==> src/design/dmip_pkg.sv <==
// Shared types, constants and helper functions for the dual motor PID controller.
`timescale 1ns / 1ps

package dmip_pkg;

  typedef logic [13:0]        duty_t;
  typedef logic [12:0]        target_t;
  typedef logic [9:0]         speed_t;
  typedef logic [4:0]         level_t;
  typedef logic signed [15:0] err_t;
  typedef logic signed [19:0] acc_t;

  localparam duty_t   DutyBase  = 14'd6100;
  localparam duty_t   DutyMax   = 14'd8800;
  localparam duty_t   DutyKick  = 14'd6500;
  localparam logic [15:0] StopTime = 16'd1000;
  localparam logic [7:0]  LossRows = 8'd40;
  localparam speed_t  StallSpeed = 10'd50;
  localparam speed_t  KickSpeed  = 10'd100;
  localparam logic [7:0]  BrakeSettle = 8'd3;

  // Target speed for a dip switch level; undefined levels give zero.
  function automatic target_t level_target(input level_t level);
    target_t t;
    case (level)
      5'd0:    t = 13'd3800;
      5'd1:    t = 13'd4000;
      5'd2:    t = 13'd4400;
      5'd3:    t = 13'd4600;
      5'd4:    t = 13'd4800;
      5'd5:    t = 13'd5000;
      5'd6:    t = 13'd5100;
      default: t = 13'd0;
    endcase
    return t;
  endfunction

  // Halve, truncating toward zero.
  function automatic acc_t half_to_zero(input acc_t x);
    acc_t b;
    b = x + $signed({19'd0, x[19]});
    return b >>> 1;
  endfunction

endpackage

==> src/design/dmip_wheel.sv <==
// One wheel's incremental PID: error history and clamped duty.
`timescale 1ns / 1ps

module dmip_wheel (
  input  logic              clk,
  input  logic              rst,
  input  dmip_pkg::target_t target,
  input  dmip_pkg::speed_t  speed,
  input  logic              update,
  output dmip_pkg::duty_t   duty
);

  dmip_pkg::err_t err_prev;
  dmip_pkg::err_t err_prev2;

  logic [19:0]    meas_x10;
  dmip_pkg::acc_t err_now;
  dmip_pkg::acc_t e1;
  dmip_pkg::acc_t e2;
  dmip_pkg::acc_t de;
  dmip_pkg::acc_t d2e;
  dmip_pkg::acc_t sum;

  always_comb begin
    meas_x10 = {10'd0, speed} * 20'd10;
    err_now  = $signed({7'd0, target}) - $signed(meas_x10);
    e1       = {{4{err_prev[15]}}, err_prev};
    e2       = {{4{err_prev2[15]}}, err_prev2};
    de       = err_now - e1;
    d2e      = err_now - (e1 <<< 1) + e2;
    // Proportional term 20*de/10 is exact; the other two halve toward zero.
    sum      = $signed({6'd0, dmip_pkg::DutyBase}) + (de <<< 1)
             + dmip_pkg::half_to_zero(err_now) + dmip_pkg::half_to_zero(d2e);
    if (sum[19]) begin
      duty = '0;
    end else if (sum > $signed({6'd0, dmip_pkg::DutyMax})) begin
      duty = dmip_pkg::DutyMax;
    end else begin
      duty = sum[13:0];
    end
  end

  always_ff @(posedge clk) begin
    if (rst) begin
      err_prev  <= '0;
      err_prev2 <= '0;
    end else if (update) begin
      err_prev2 <= err_prev;
      err_prev  <= err_now[15:0];
    end
  end

endmodule

==> src/design/dual_motor_incremental_pid_top.sv <==
// Top level of the two-wheel incremental PID speed controller.
`timescale 1ns / 1ps

// Two-wheel incremental PID speed controller. Each transaction on the input
// channel is either a control tick or a brake pulse and yields exactly one
// transaction on the output channel carrying both wheel duties (0..8800).
// A transaction is captured in an input register and its result is written
// from there into the output register, and one transaction is taken every
// cycle while the consumer keeps taking results. The rate is set by the
// state loop: error history, held duties and the brake counter are updated
// by the same edge that loads the output register, so the next transaction
// always sees the state left by the one before. The speed level register is
// written through the configuration channel, which is always ready; write it
// only while no transaction is in flight. Line loss (40 or more black rows)
// zeroes the held duties, a running brake counter holds them for a few ticks,
// and the stall stop rule or the low-speed kick may override either wheel.
module dual_motor_incremental_pid_top (
  input  logic        clk,
  input  logic        rst,
  input  logic        cfg_valid,
  output logic        cfg_ready,
  input  logic [4:0]  cfg_data,
  input  logic        in_valid,
  output logic        in_ready,
  input  logic        req_type,
  input  logic [9:0]  speed_right,
  input  logic [9:0]  speed_left,
  input  logic [7:0]  black_rows,
  input  logic        stop_request,
  input  logic [15:0] elapsed_time,
  output logic        out_valid,
  input  logic        out_ready,
  output logic [13:0] duty_right,
  output logic [13:0] duty_left
);

  dmip_pkg::level_t speed_level;

  // Input register
  logic             s1_valid;
  logic             s1_req;
  dmip_pkg::speed_t s1_sr;
  dmip_pkg::speed_t s1_sl;
  logic [7:0]       s1_rows;
  logic             s1_stop;
  logic [15:0]      s1_time;

  // Controller state
  dmip_pkg::duty_t  held_duty_right;
  dmip_pkg::duty_t  held_duty_left;
  logic [7:0]       brake_count;

  logic             advance;
  logic             pid_update;
  dmip_pkg::target_t target;
  dmip_pkg::duty_t  pid_right;
  dmip_pkg::duty_t  pid_left;
  dmip_pkg::duty_t  dr_next;
  dmip_pkg::duty_t  dl_next;
  logic [7:0]       brake_count_next;
  logic             stall_r;
  logic             stall_l;

  assign cfg_ready = 1'b1;

  // Move the held transaction on whenever the output register is free.
  assign advance  = s1_valid && (!out_valid || out_ready);
  assign in_ready = !s1_valid || advance;

  always_ff @(posedge clk) begin
    if (rst) begin
      speed_level <= '0;
    end else if (cfg_valid && cfg_ready) begin
      speed_level <= cfg_data;
    end
  end

  always_ff @(posedge clk) begin
    if (rst) begin
      s1_valid <= 1'b0;
    end else if (in_ready) begin
      s1_valid <= in_valid;
    end
  end

  always_ff @(posedge clk) begin
    if (in_valid && in_ready) begin
      s1_req  <= req_type;
      s1_sr   <= speed_right;
      s1_sl   <= speed_left;
      s1_rows <= black_rows;
      s1_stop <= stop_request;
      s1_time <= elapsed_time;
    end
  end

  assign target = dmip_pkg::level_target(speed_level);

  dmip_wheel u_wheel_right (
    .clk    (clk),
    .rst    (rst),
    .target (target),
    .speed  (s1_sr),
    .update (pid_update),
    .duty   (pid_right)
  );

  dmip_wheel u_wheel_left (
    .clk    (clk),
    .rst    (rst),
    .target (target),
    .speed  (s1_sl),
    .update (pid_update),
    .duty   (pid_left)
  );

  always_comb begin
    stall_r          = s1_sr < dmip_pkg::StallSpeed;
    stall_l          = s1_sl < dmip_pkg::StallSpeed;
    pid_update       = 1'b0;
    brake_count_next = brake_count;
    dr_next          = held_duty_right;
    dl_next          = held_duty_left;

    if (s1_req) begin
      // Brake pulse: bump the counter and leave the duties held.
      brake_count_next = brake_count + 8'd1;
    end else begin
      if (s1_rows >= dmip_pkg::LossRows) begin
        dr_next = '0;
        dl_next = '0;
      end else if (brake_count == 8'd0) begin
        pid_update = advance;
        dr_next    = pid_right;
        dl_next    = pid_left;
      end else if (brake_count < dmip_pkg::BrakeSettle) begin
        brake_count_next = brake_count + 8'd1;
      end else begin
        brake_count_next = '0;
      end

      // Stall stop rule first, otherwise kick a slow wheel pair.
      if ((stall_l || stall_r) && s1_stop && (s1_time > dmip_pkg::StopTime)) begin
        if (stall_l) dl_next = '0;
        if (stall_r) dr_next = '0;
      end else if ((s1_sr < dmip_pkg::KickSpeed) || (s1_sl < dmip_pkg::KickSpeed)) begin
        dr_next = dmip_pkg::DutyKick;
        dl_next = dmip_pkg::DutyKick;
      end
    end
  end

  always_ff @(posedge clk) begin
    if (rst) begin
      held_duty_right <= '0;
      held_duty_left  <= '0;
      brake_count     <= '0;
    end else if (advance) begin
      brake_count <= brake_count_next;
      if (!s1_req) begin
        held_duty_right <= dr_next;
        held_duty_left  <= dl_next;
      end
    end
  end

  // Output register: hold the result until the consumer takes it.
  always_ff @(posedge clk) begin
    if (rst) begin
      out_valid <= 1'b0;
    end else if (advance) begin
      out_valid <= 1'b1;
    end else if (out_ready) begin
      out_valid <= 1'b0;
    end
  end

  always_ff @(posedge clk) begin
    if (advance) begin
      duty_right <= s1_req ? '0 : dr_next;
      duty_left  <= s1_req ? '0 : dl_next;
    end
  end

  // A result never leaves the duty range.
  assert property (@(posedge clk) disable iff (rst)
    out_valid |-> (duty_right <= dmip_pkg::DutyMax) && (duty_left <= dmip_pkg::DutyMax))
    else $error("duty out of range");

  // A brake pulse drives both wheels to zero.
  assert property (@(posedge clk) disable iff (rst)
    advance && s1_req |=> out_valid && (duty_right == '0) && (duty_left == '0))
    else $error("brake pulse did not zero the duties");

  // A brake pulse advances the brake counter by one.
  assert property (@(posedge clk) disable iff (rst)
    advance && s1_req |=> brake_count == $past(brake_count) + 8'd1)
    else $error("brake counter did not advance");

  // A brake pulse leaves the held duties alone.
  assert property (@(posedge clk) disable iff (rst)
    advance && s1_req |=> $stable(held_duty_right) && $stable(held_duty_left))
    else $error("held duties changed on brake pulse");

  // An empty input register always takes a new transaction.
  assert property (@(posedge clk) disable iff (rst)
    !s1_valid |-> in_ready)
    else $error("input stalled while empty");

endmodule
==> config.mk <==
export PLATFORM = sky130hd
export DESIGN_NAME = dual_motor_incremental_pid_top
export DESIGN_NICKNAME = d
export VERILOG_FILES = /design/src/design/dmip_pkg.sv /design/src/design/dmip_wheel.sv /design/src/design/dual_motor_incremental_pid_top.sv
export SDC_FILE = /design/constraint.sdc
export NUM_CORES = 1
export LEC_CHECK = 0
export BUFFER_PORTS_ARGS = -buffer_cell sky130_fd_sc_hd__buf_2
export CAP_MARGIN = 10
export CORE_MARGIN = 2
export CORE_UTILIZATION = 40
export DETAILED_ROUTE_END_ITERATION = 7
export GPL_TIMING_DRIVEN = 0
export SLEW_MARGIN = 5
export SYNTH_ARGS = -nofsm -noshare
export SYNTH_HDL_FRONTEND = slang
export SYNTH_SLANG_ARGS = --single-unit
==> constraint.sdc <==
create_clock -name clk -period 11.4 [get_ports clk]
set_clock_uncertainty 0.15 [all_clocks]
set_input_delay 1.71 -clock clk [delete_from_list [all_inputs] [get_ports clk]]
set_output_delay 1.71 -clock clk [all_outputs]
set_load 0.01 [all_outputs]
==> summary.txt <==
Run status
  – Status: completed

Die
  – Ports: 87
  – Die height: about 200 um
  – Number of placement rows: 70
  – Die Span X: 197 um
  – Core area: 0.0367 mm2
  – Starting Density: between 40% and 50%
  – Die area: around 0.04 mm2

Hold path
  – WHS Path Cells: 2
  – Hold WC Path Type: register to register

Synthesis
  – Distinct cell type count after synthesis: between 80 and 90
  – Synth Register Bits: 170
  – Net Count, Synth: 1992
  – Post-synthesis sequential area ratio: 27.5%
  – Cell Area, Synth: between 0.01 and 0.015 mm2
  – Async S/R FF share, synth: 0%
  – Main synth FF type: dfxtp_1
  – Synthesized area per cell: just under 9 um2
  – Post-synth EDFFs: slightly above 70
  – Synthesis Warnings: 0
  – Synth Instances: 1680

Setup path
  – Top cell by count, worst path: ha_1
  – CP bufs+invs: 2
  – Worst Reg-to-Reg Cells: 33
  – Crit path depth: 33
  – Worst path required time: approximately 12 ns
  – Slowest CP cell: edfxtp_1
  – Crit end category: register
  – Critical path's top delay family: adder cells
  – CP Class: register to register
  – Startpoint types: register
  – Crit Path Max Fanout: 10
  – Crit path largest cell delay: about 0.61 ns
  – Critical Path AT: 9.61 ns

GRT
  – Vias in the first global route: about 12000
  – Initial antenna violation count: 0
  – First-pass GRT wire length: slightly above 60000 um
  – Gr ovfl total: 0
  – Tot GR Track Use: a little under 20%
  – Largest net degree at the start of global routing: 39

Drt
  – Routed vias: around 12000
  – Wire per inst: around 17 um
  – Post-Route WL: around 38000 um
  – Final ANT Viol Nets: 0
  – 1st-pass router iterations: 7
  – Drt drc: 0
  – Via density: 5.42
  – Violation count after the first detailed-route iteration: 683

CTS
  – CTS Sinks: 170
  – Cts bufs inserted: 17
  – Clk Latency, worst-skew pair: roughly 0.45 ns
  – Post_cts resized: 0
  – Maximum buffer depth of the clock tree: 2
  – H-tree depth: 4
  – Clk slew on worst S/H paths: 0.08 ns
  – CTS tree: done
  – Setup bufs post-CTS: 0
  – Hold-fix buffers, CTS: 0
  – Root buffer cell: clkbuf_16

Timing
  – Worst Max-Slew Pin Slew: 1.21 ns
  – Crit path time final: ~9.5 ns
  – RSZ-0062 raised after global routing: no
  – Hold Vio Cnt, Final: 0
  – Slew headroom: 18.6%
  – Setup TNS: 0 ns
  – # setup viols final: 0
  – Final worst path period share: around 83%
  – Fmax: between 0.1 and 0.15 GHz
  – Max Slew Vio Count: 0

Final layout
  – Fin cells: between 2000 and 2500
  – Fin nets: around 2100
  – Layout cell share with drive strength beyond 1: around a tenth
  – Layout area overhead: 10.9%
  – ANT cells: 0

Flow run
  – Max-cap violations: 0

Placed design
  – Port buffer count: 81
  – Detailed Place HPWL: 31000 um
  – Routability Congestion: between 0.8 and 0.9
  – Placed insts: approximately 2200
## worst paths after layout
kind | startpoint | end | slack [ns]
setup reg to reg | s1_sl[0] | duty_left[13] | 1.89
setup / recovery | s1_sl[0] | duty_left[13] | 1.89
hold reg to reg | u_wheel_left.err_prev2[14] | u_wheel_left.err_prev2[14] | 0.30
hold / removal | u_wheel_left.err_prev2[14] | u_wheel_left.err_prev2[14] | 0.30
## synth_stat cells (6+ instances only)
| cell | number | area, um2 |
|---|---|---|
| a211oi_1 | 21 | 158 |
| a21boi_0 | 6 | 45.0 |
| a21o_1 | 26 | 195 |
| a21oi_1 | 148 | 741 |
| a31o_2 | 8 | 70.1 |
| a31oi_1 | 22 | 138 |
| a32o_1 | 21 | 210 |
| a41oi_1 | 6 | 52.6 |
| and2_1 | 13 | 81.3 |
| and3_1 | 16 | 100 |
| clkbuf_1 | 35 | 131 |
| dfxtp_1 | 99 | 1980 |
| edfxtp_1 | 71 | 2130 |
| fa_1 | 68 | 1360 |
| ha_1 | 188 | 2350 |
| inv_1 | 193 | 724 |
| mux2i_1 | 8 | 80.1 |
| nand2_1 | 172 | 646 |
| nand2b_1 | 27 | 169 |
| nand3_1 | 27 | 135 |
| nand3b_1 | 7 | 52.6 |
| nand4_1 | 6 | 37.5 |
| nor2_1 | 86 | 323 |
| nor2b_1 | 17 | 106 |
| nor3_1 | 40 | 200 |
| o211ai_1 | 10 | 75.1 |
| o21a_1 | 14 | 105 |
| o21ai_0 | 52 | 260 |
| o21bai_1 | 16 | 120 |
| o31ai_1 | 8 | 60.1 |
| or2_2 | 16 | 100 |
| or3_1 | 12 | 75.1 |
| xnor2_1 | 71 | 622 |
| xor2_1 | 46 | 403 |
## cells in the final DEF (no fill, tap or decap), drive strengths merged, types with 16 or more instances in the layout
cell,n
a32o,21
nor3,41
nor2,86
a21o,26
o21bai,16
fa,68
a211oi,22
a21oi,149
nand2b,27
nor2b,17
dfxtp,99
xnor2,71
or2,16
and3,16
ha,188
nand2,172
xor2,46
o21ai,55
edfxtp,71
a31oi,22
buf,99
inv,202
clkbuf,54
nand3,29
## final cells by class
class / count / area (um2)
multi-input cells: 1268 / 9920
clock inverters: 13 / 129
clock buffers: 19 / 443
well taps: 468 / 586
fillers: 3562 / 20100
repair buffers: 85 / 469
inverters: 193 / 724
flip-flops and latches: 170 / 4110
plain buffers: 49 / 220
## sequential cells by signal, summed over array words and instances, names as in the netlist, 5 cells and up
name and cells:
u_wheel_left.err_prev 14, s1_time 16, duty_right 14, u_wheel_right.err_prev 14
brake_count 8, s1_sl 10, speed_level 5, s1_rows 5
s1_sr 10, held_duty_right 14, held_duty_left 14, duty_left 14
u_wheel_right.err_prev2 14, u_wheel_left.err_prev2 14
## kinds of logic after synthesis
group	Yosys count	share of synthesized area, %
AOI/OAI and AO/OA	421	18.9
xor gates and xnor gates	117	6.84
adders and majority gates	256	24.8
buffers and inverters	242	6.31
DFF	170	27.5
muxes	9	0.610
other	1	0.0250
and+or+nand+nor	464	15.1
## per-stage QoR
step | hold slack [ns] | instance area [um2] | util, % | setup slack [ns]
final | 0.305 | 16600 | 45.2 | 1.89
after global routing | 0.331 | 16600 | 45.2 | 1.35
after CTS | 0.304 | 16600 | 45.2 | 1.82
after detailed placement | 0.293 | 16000 | 43.6 | 1.87
after global placement | 0.288 | 16000 | 43.5 | 0.900
after floorplan | 0.282 | 15000 | - | 2.61
## metal layers
metal  track usage [%]  wire (um)
met5                 0          0
met4              6.02        844
met3              2.66       1420
met2              34.4      18200
met1              25.8      17500
## worst reg2reg max path: cells and delay by family (launching register included)
kind / cells / cell delay (ns)
fa+ha+maj: 9 / 3.25
flops: 1 / 0.61
xor+xnor: 2 / 0.75
mux: 1 / 0.13
simple gates: 7 / 1.58
compound gates: 12 / 2.48
buf+inv: 2 / 0.38
Power is not shown: default switching activity piles up to over one toggle a cycle in this logic, so the estimate is an artifact.
